==> config.mk <==
export PLATFORM = sky130hd
export DESIGN_NAME = adaptive_frame_pacer_top
export DESIGN_NICKNAME = d
export VERILOG_FILES = /design/src/rtl/core/afp_pkg.sv /design/src/rtl/core/adaptive_frame_pacer_top.sv
export SDC_FILE = /design/constraint.sdc
export NUM_CORES = 2
export LEC_CHECK = 0
export CORE_UTILIZATION = 35
export CTS_CLUSTER_DIAMETER = 50
export DETAILED_ROUTE_END_ITERATION = 6
export DONT_BUFFER_PORTS = 1
export SLEW_MARGIN = 0
export SYNTH_ARGS = -nofsm -noshare
export SYNTH_HDL_FRONTEND = slang
export SYNTH_SLANG_ARGS = --single-unit
==> constraint.sdc <==
create_clock -name clk -period 45.4 [get_ports clk]
set_clock_uncertainty 0.1 [all_clocks]
set_input_delay 4.54 -clock clk [delete_from_list [all_inputs] [get_ports clk]]
set_output_delay 4.54 -clock clk [all_outputs]
set_load 0.02 [all_outputs]
==> src/rtl/core/afp_pkg.sv <==
package afp_pkg;

  // tick counter and register widths
  localparam int TICK_W   = 48;
  localparam int REG_W    = 32;
  localparam int WIN_W    = 6;
  localparam int REQ_W    = 3;
  localparam int CFG_IDX_W = 3;

  // stream payload widths (data widths padded to whole bytes)
  localparam int S_DATA_W = 56;
  localparam int S_USER_W = REQ_W;
  localparam int M_DATA_W = 120;

  // output tdata bit positions
  localparam int M_WAIT_LSB     = 0;
  localparam int M_RESYNC_BIT   = TICK_W;
  localparam int M_MISSED_BIT   = TICK_W + 1;
  localparam int M_ADAPT_LSB    = TICK_W + 2;
  localparam int M_WORK_LSB     = M_ADAPT_LSB + REG_W;
  localparam int M_USED_W       = M_WORK_LSB + REG_W;

  // register reset values
  localparam logic [REG_W-1:0] FRAME_TICKS_RST   = 32'd166666;
  localparam logic [REG_W-1:0] BASE_PREP_RST     = 32'd10000;
  localparam logic [REG_W-1:0] ADAPT_CAP_RST     = 32'd80000;
  localparam logic [REG_W-1:0] QUARTER_MS_RST    = 32'd2500;
  localparam logic [WIN_W-1:0] WINDOW_FRAMES_RST = 6'd30;

  // event codes
  typedef enum logic [REQ_W-1:0] {
    REQ_BEGIN       = 3'd0,
    REQ_WORK_START  = 3'd1,
    REQ_FINISH      = 3'd2,
    REQ_REPHASE     = 3'd3,
    REQ_CLOCK_RESET = 3'd4
  } req_t;

  // configuration register indexes
  typedef enum logic [CFG_IDX_W-1:0] {
    CFG_FRAME_TICKS   = 3'd0,
    CFG_BASE_PREP     = 3'd1,
    CFG_ADAPT_CAP     = 3'd2,
    CFG_QUARTER_MS    = 3'd3,
    CFG_WINDOW_FRAMES = 3'd4
  } cfg_idx_t;

endpackage

==> src/rtl/core/adaptive_frame_pacer_top.sv <==
// channel   direction  ports                        payload
// s_*       in         s_tvalid s_tready s_tdata    event item: now, flags; kind in tuser
//                      s_tuser
// m_*       out        m_tvalid m_tready m_tdata    one result item per event item
// cfg_*     in         cfg_we cfg_addr cfg_wdata    register writes, no read-back
//
// one item per cycle while s_tready is high: each event is evaluated against the
// pacing state in one pass and its result is captured in the output register on the
// cycle it is accepted; s_tready is high while the output register is empty or
// being drained, so a result held back by the receiver stops the next item
// synchronous reset clears the pacing state and loads the register defaults
module adaptive_frame_pacer_top
  import afp_pkg::*;
(
  input  logic                 clk,
  input  logic                 rst,
  // [47:0] now_tick, [48] presented, [49] resync_after
  input  logic [S_DATA_W-1:0]  s_tdata,
  // [2:0] req_type
  input  logic [S_USER_W-1:0]  s_tuser,
  input  logic                 s_tvalid,
  output logic                 s_tready,
  // [47:0] wait_until_tick, [48] clock_resynced, [49] deadline_missed,
  // [81:50] adaptive lead, [113:82] work_ticks
  output logic [M_DATA_W-1:0]  m_tdata,
  output logic                 m_tvalid,
  input  logic                 m_tready,
  input  logic                 cfg_we,
  input  logic [CFG_IDX_W-1:0] cfg_addr,
  input  logic [REG_W-1:0]     cfg_wdata
);

  localparam int EXT_W = TICK_W - REG_W;

  // configuration registers
  logic [REG_W-1:0] frame_ticks;
  logic [REG_W-1:0] base_prepare_ticks;
  logic [REG_W-1:0] adaptive_cap_ticks;
  logic [REG_W-1:0] quarter_ms_ticks;
  logic [WIN_W-1:0] window_frames;

  // pacing state
  logic              clock_valid, clock_valid_next;
  logic [TICK_W-1:0] next_present, next_present_next;
  logic              work_valid, work_valid_next;
  logic [TICK_W-1:0] work_start, work_start_next;
  logic [REG_W-1:0]  adaptive_prep, adaptive_prep_next;
  logic [REG_W-1:0]  window_max_work, window_max_work_next;
  logic [WIN_W-1:0]  window_count, window_count_next;

  // item fields
  logic [REQ_W-1:0]  req_type;
  logic [TICK_W-1:0] now_tick;
  logic              presented;
  logic              resync_after;
  logic              accept;

  // result fields
  logic [TICK_W-1:0] wait_tick;
  logic              resynced;
  logic              missed;
  logic [REG_W-1:0]  work_out;

  // datapath
  logic [TICK_W-1:0] frame_ext;
  logic [TICK_W-1:0] now_plus_frame;
  logic [TICK_W:0]   np_diff;
  logic              now_after_np;
  logic              late_frame;
  logic              late_quarter;
  logic              do_resync;
  logic [TICK_W-1:0] np_sel;
  logic [REG_W-1:0]  prep_max;
  logic [REG_W-1:0]  prep;
  logic [TICK_W-1:0] prep_ext;
  logic [TICK_W:0]   work_diff;
  logic [TICK_W-1:0] work;
  logic [REG_W-1:0]  work_sat;
  logic              work_qual;
  logic [REG_W-1:0]  wmax_upd;
  logic [WIN_W-1:0]  count_inc;
  logic              adapt_now;
  logic [REG_W:0]    desired_sum;
  logic [REG_W:0]    desired_lo;
  logic [REG_W-1:0]  desired;
  logic [REG_W+1:0]  lower_thr;
  logic [REG_W-1:0]  adapt_upd;

  assign req_type     = s_tuser[REQ_W-1:0];
  assign now_tick     = s_tdata[TICK_W-1:0];
  assign presented    = s_tdata[TICK_W];
  assign resync_after = s_tdata[TICK_W+1];

  assign s_tready = !m_tvalid || m_tready;
  assign accept   = s_tvalid && s_tready;

  // target arithmetic shared by begin, finish and rephase
  assign frame_ext      = {{EXT_W{1'b0}}, frame_ticks};
  assign now_plus_frame = now_tick + frame_ext;
  assign np_diff        = {1'b0, now_tick} - {1'b0, next_present};
  assign now_after_np   = !np_diff[TICK_W];
  assign late_frame     = now_after_np &&
                          (np_diff[TICK_W-1:0] > frame_ext);
  assign late_quarter   = now_after_np &&
                          (np_diff[TICK_W-1:0] > {{EXT_W{1'b0}}, quarter_ms_ticks});

  // begin: resync decision and start tick
  assign do_resync = !clock_valid || late_frame;
  assign np_sel    = do_resync ? now_plus_frame : next_present;
  assign prep_max  = (adaptive_prep > base_prepare_ticks) ? adaptive_prep
                                                          : base_prepare_ticks;
  assign prep      = (prep_max > frame_ticks) ? frame_ticks : prep_max;
  assign prep_ext  = {{EXT_W{1'b0}}, prep};

  // finish: work time and window maximum
  assign work_diff = {1'b0, now_tick} - {1'b0, work_start};
  assign work      = work_diff[TICK_W] ? '0 : work_diff[TICK_W-1:0];
  assign work_sat  = (|work[TICK_W-1:REG_W]) ? '1 : work[REG_W-1:0];
  assign work_qual = (work <= {{EXT_W{1'b0}}, adaptive_cap_ticks}) &&
                     (work > {{EXT_W{1'b0}}, window_max_work});
  assign wmax_upd  = work_qual ? work[REG_W-1:0] : window_max_work;
  assign count_inc = window_count + WIN_W'(1);
  assign adapt_now = count_inc >= window_frames;

  // window end: raise at once or step down by a quarter millisecond
  assign desired_sum = {1'b0, wmax_upd} + {1'b0, quarter_ms_ticks};
  assign desired_lo  = (desired_sum < {1'b0, base_prepare_ticks}) ?
                       {1'b0, base_prepare_ticks} : desired_sum;
  assign desired     = (desired_lo > {1'b0, adaptive_cap_ticks}) ?
                       adaptive_cap_ticks : desired_lo[REG_W-1:0];
  assign lower_thr   = {2'b00, desired} + {1'b0, quarter_ms_ticks, 1'b0};

  always_comb begin
    if (desired > adaptive_prep) begin
      adapt_upd = desired;
    end else if ({2'b00, adaptive_prep} > lower_thr) begin
      adapt_upd = adaptive_prep - quarter_ms_ticks;
    end else begin
      adapt_upd = adaptive_prep;
    end
  end

  // per-event state update and result
  always_comb begin
    clock_valid_next     = clock_valid;
    next_present_next    = next_present;
    work_valid_next      = work_valid;
    work_start_next      = work_start;
    adaptive_prep_next   = adaptive_prep;
    window_max_work_next = window_max_work;
    window_count_next    = window_count;
    wait_tick            = '0;
    resynced             = 1'b0;
    missed               = 1'b0;
    work_out             = '0;
    case (req_type)
      REQ_BEGIN: begin
        next_present_next = np_sel;
        clock_valid_next  = 1'b1;
        resynced          = do_resync;
        wait_tick         = (np_sel > prep_ext) ? np_sel - prep_ext : '0;
      end
      REQ_WORK_START: begin
        work_start_next = now_tick;
        work_valid_next = 1'b1;
      end
      REQ_FINISH: begin
        if (presented && work_valid) begin
          work_out = work_sat;
          if (adapt_now) begin
            adaptive_prep_next   = adapt_upd;
            window_max_work_next = '0;
            window_count_next    = '0;
          end else begin
            window_max_work_next = wmax_upd;
            window_count_next    = count_inc;
          end
        end
        missed          = presented && !resync_after && late_quarter;
        work_valid_next = 1'b0;
        if (resync_after) begin
          clock_valid_next  = 1'b0;
          next_present_next = '0;
        end else begin
          next_present_next = next_present + frame_ext;
        end
      end
      REQ_REPHASE: begin
        next_present_next = now_plus_frame;
        clock_valid_next  = 1'b1;
      end
      REQ_CLOCK_RESET: begin
        clock_valid_next  = 1'b0;
        next_present_next = '0;
        work_valid_next   = 1'b0;
      end
      default: begin
      end
    endcase
  end

  // configuration writes
  always_ff @(posedge clk) begin
    if (rst) begin
      frame_ticks        <= FRAME_TICKS_RST;
      base_prepare_ticks <= BASE_PREP_RST;
      adaptive_cap_ticks <= ADAPT_CAP_RST;
      quarter_ms_ticks   <= QUARTER_MS_RST;
      window_frames      <= WINDOW_FRAMES_RST;
    end else if (cfg_we) begin
      case (cfg_addr)
        CFG_FRAME_TICKS:   frame_ticks        <= cfg_wdata;
        CFG_BASE_PREP:     base_prepare_ticks <= cfg_wdata;
        CFG_ADAPT_CAP:     adaptive_cap_ticks <= cfg_wdata;
        CFG_QUARTER_MS:    quarter_ms_ticks   <= cfg_wdata;
        CFG_WINDOW_FRAMES: window_frames      <= cfg_wdata[WIN_W-1:0];
        default: begin
        end
      endcase
    end
  end

  // pacing state, advanced once per accepted item
  always_ff @(posedge clk) begin
    if (rst) begin
      clock_valid     <= 1'b0;
      next_present    <= '0;
      work_valid      <= 1'b0;
      adaptive_prep   <= '0;
      window_max_work <= '0;
      window_count    <= '0;
    end else if (accept) begin
      clock_valid     <= clock_valid_next;
      next_present    <= next_present_next;
      work_valid      <= work_valid_next;
      adaptive_prep   <= adaptive_prep_next;
      window_max_work <= window_max_work_next;
      window_count    <= window_count_next;
    end
  end

  // start time is only read while work_valid is set
  always_ff @(posedge clk) begin
    if (accept) begin
      work_start <= work_start_next;
    end
  end

  // result register
  always_ff @(posedge clk) begin
    if (rst) begin
      m_tvalid <= 1'b0;
    end else if (accept) begin
      m_tvalid <= 1'b1;
    end else if (m_tready) begin
      m_tvalid <= 1'b0;
    end
  end

  always_ff @(posedge clk) begin
    if (accept) begin
      m_tdata <= {{(M_DATA_W-M_USED_W){1'b0}}, work_out, adaptive_prep_next,
                  missed, resynced, wait_tick};
    end
  end

endmodule

==> qor.txt <==
dpl cells: 6970
row cnt: 129
Crit path largest cell delay: 920 ps
Ports: 221
Setup-failing EPs final: 0
Reg power frac: 0.192
CTS buffer count: 84
post-synthesis sequential area ratio: 0.228
# clock sinks: 417
R2R depth: 85
largest area contributor in the netlist: ha_1
Pleak: 20.6 nW
EDFF count, synth: 162
Layout area overhead: 10.5%
final design utilization: 0.390
pin count of the biggest net entering global routing: 179
clk_lat worst skew: 710 ps
Max Slew Vio Count: 0
Die Ht: 355 um
TritonCTS clock tree: yes
core area: 124000 sq um
RSZ-0062 raised after global routing: false
FF-to-FF Start: work_start[0]$_DFFE_PP_
syn avg cell area: 7.91 sq um
routed len/inst: 25.3 um
vias per cell: 5.95
worst slack, placed: 16600 ps
Max Cap Viol: 0
hpwl dp: 144000 um
nets: 6136
endpoint type of the worst setup path: flip-flop
sw frac: 0.444
Yosys cell types: 96
Synth top area share: 0.175
crit path max-delay cell type: and3_2
grt ovf: 0
DR vias: 42434
root buffer cell: clkbuf_16
PnR Total Power: 2.22 mW
P_sw: 0.984 mW
reg-to-reg endpoint: m_tdata[55]$_DFFE_PP_
Max VDD drop: 0.0386 mV
DRT Pass-1 Iters: 6
period utilization: 0.634
HP Start: adaptive_cap_ticks[21]$_SDFFE_PP0P_
Mapped Area: 43700 sq um
post-CTS sizing: 0
maximum clock frequency: 34.8 MHz
critical path data arrival time: 29090 ps
Placer Congestion: 1.02
share of cells above drive strength 1: 0.0677
Post-route DRC: 0
final wirelength: 180000 um
htree depth: 3
Hold WC Path Type: reg2reg
number of global-route vias before repair: 39329
Layout Cells excl Fill: 7130
1st-iter DRT viols: 4433
post-synthesis cell count: 5519
yosys warns: 0
port buffer count: 0
Initial Utilization: 0.353
hold depth: 2
die area: 126000 sq um
Req. time, crit path: 45730 ps
Relative slew margins: 0.184
final setup margin: 16630 ps
cts hold-fix bufs: 0
initial antenna violation count: 8
critical path type: in2reg
Setup TNS: 0 ps
Worst path most repeated cell: a21o_1
setup bufs post-CTS: 0
ANT nets after route: 0
Worst-Margin Slew: 1220 ps
status: finished, final reports clean
Synth Register Bits: 417
Hold Vio Cnt, Final: 0
crit path launch type: primary input
CTS max path bufs: 3
power share of the combinational group: 0.498
PwrDens: 46.0 nW/um^2
worst-path maximum fanout: 54
Async SR Flop Fraction: 0
first-pass GRT wire length: 262000 um
Tmin final: 28770 ps
Die W: 355 um
Clk pwr share: 0.310
Hold Path End: adaptive_cap_ticks[21]$_SDFFE_PP0P_
GRT Overall Usage: 0.278
internal power: 1.23 mW
CTS clk-pin slew, worst paths: 60 ps
Most used DFF post-synth: dfxtp_1
Synth area leaders: ha_1 17%, dfxtp_1 12%, edfxtp_1 11%, a21oi_1 5.9%, nand2_1 5.0%
Worst R2R Setup Slack: 20260 ps
[flip-flops by register name, summed over array words and instances (netlist names), 32 cells and up]
signal and count:
m_tdata 114, next_present 48, work_start 48, adaptive_cap_ticks 32, adaptive_prep 32, base_prepare_ticks 32, frame_ticks 32, quarter_ms_ticks 32
window_max_work 32
[critical path: cells and delay by family]
family / cells / cell delay [ps]
XOR/XNOR: 1 / 130
multiplexers: 3 / 1350
buffers and inverters: 7 / 1950
AND/OR/NAND/NOR: 16 / 5200
adder cells (fa/ha/maj): 9 / 2840
AO/OA/AOI/OAI: 50 / 12960
[worst max-delay path by stage]
stage | to | startpoint | slack (ps) | cells past startpoint
after global placement | m_tdata[55]$_DFFE_PP_ | s_tdata[0] | 16540 | 88
after detailed placement | m_tdata[55]$_DFFE_PP_ | s_tdata[0] | 16600 | 86
after floorplan | m_tdata[64]$_DFFE_PP_ | s_tdata[0] | 22560 | 92
after CTS | m_tdata[55]$_DFFE_PP_ | s_tdata[0] | 17260 | 86
after global routing | m_tdata[60]$_DFFE_PP_ | s_tdata[0] | 15520 | 91
final | m_tdata[55]$_DFFE_PP_ | s_tdata[0] | 16630 | 86
[synthesized netlist by cell type (11+ instances only)]
| cell | n |
|---|---|
| nor4_1 | 31 |
| mux2i_1 | 65 |
| nor2_1 | 318 |
| nand4_1 | 102 |
| a2111oi_0 | 13 |
| nor2b_1 | 72 |
| o21a_1 | 109 |
| xnor2_1 | 176 |
| clkbuf_1 | 201 |
| o21ai_0 | 244 |
| o21bai_1 | 55 |
| o211ai_1 | 92 |
| dfxtp_1 | 255 |
| inv_1 | 415 |
| mux2_2 | 52 |
| or2_2 | 52 |
| nand2b_1 | 67 |
| and2_1 | 32 |
| nand3_1 | 132 |
| a21o_1 | 244 |
| ha_1 | 610 |
| buf_2 | 13 |
| a22oi_1 | 24 |
| a221oi_1 | 48 |
| o31a_1 | 12 |
| a211oi_1 | 55 |
| and4_1 | 18 |
| o22ai_1 | 16 |
| a211o_1 | 11 |
| or3_1 | 26 |
| nand2_1 | 580 |
| a21oi_1 | 511 |
| and3_1 | 56 |
| o31ai_1 | 82 |
| xor2_1 | 88 |
| edfxtp_1 | 162 |
| nor3_1 | 138 |
| a31oi_1 | 96 |
| a221o_1 | 11 |
| o211a_1 | 11 |
| o221a_2 | 16 |
[per-stage QoR]
step | hold slack [ps] | area [sq um]
after floorplan | 336 | 43700
after global placement | 344 | 45200
after detailed placement | 348 | 45200
after CTS | 355 | 48200
after global routing | 392 | 48200
final | 358 | 48200
[cells in the final DEF (no fill, tap or decap), drive strengths merged, types with 84 or more instances in the layout]
| master | count |
|---|---|
| clkbuf | 91 |
| o21ai | 253 |
| nor3 | 138 |
| xor2 | 88 |
| edfxtp | 162 |
| a21o | 244 |
| o211ai | 92 |
| a31oi | 96 |
| nand3 | 132 |
| ha | 610 |
| a21oi | 511 |
| nand4 | 102 |
| inv | 447 |
| dfxtp | 255 |
| xnor2 | 176 |
| o21a | 109 |
| nor2 | 318 |
| o31ai | 84 |
| nand2 | 580 |
[kinds of logic after synthesis]
group                      synth area share
buffers and inverters                0.0601
adders and majority gates             0.179
other                             0.0000859
muxes                                0.0283
AOI/OAI and AO/OA                     0.272
xor gates and xnor gates             0.0530
and+or+nand+nor                       0.180
DFF                                   0.228
[layout make-up]
cell class | count | area [sq um]
antenna | 2 | 5.00
multi-input combinational | 4447 | 31200
clock inverter | 67 | 897
timing repair buffer | 52 | 403
sequential | 417 | 9970
clock buffer | 91 | 2180
fill | 12850 | 75400
inverter | 417 | 1570
tap | 1637 | 2050
[power groups by stage]
stage          Sequential, mW  Clock [mW]  Combinational, mW
2_1_floorplan           0.427           0              0.772
3_3_place_gp            0.433           0               1.07
3_5_place_dp            0.433           0               1.07
4_1_cts                 0.425       0.697               1.08
5_1_grt                 0.426       0.711               1.21
6_report                0.425       0.688               1.10
[per-layer routing]
layer	track usage	vias to the layer above	wire, um
met5	0	-	37
met4	0.133	6	8810
met3	0.0478	328	14800
met2	0.423	1739	77200
met1	0.378	20212	79300
li1	-	20149	-
No activity file was read; power rests on OpenSTA's default activity.
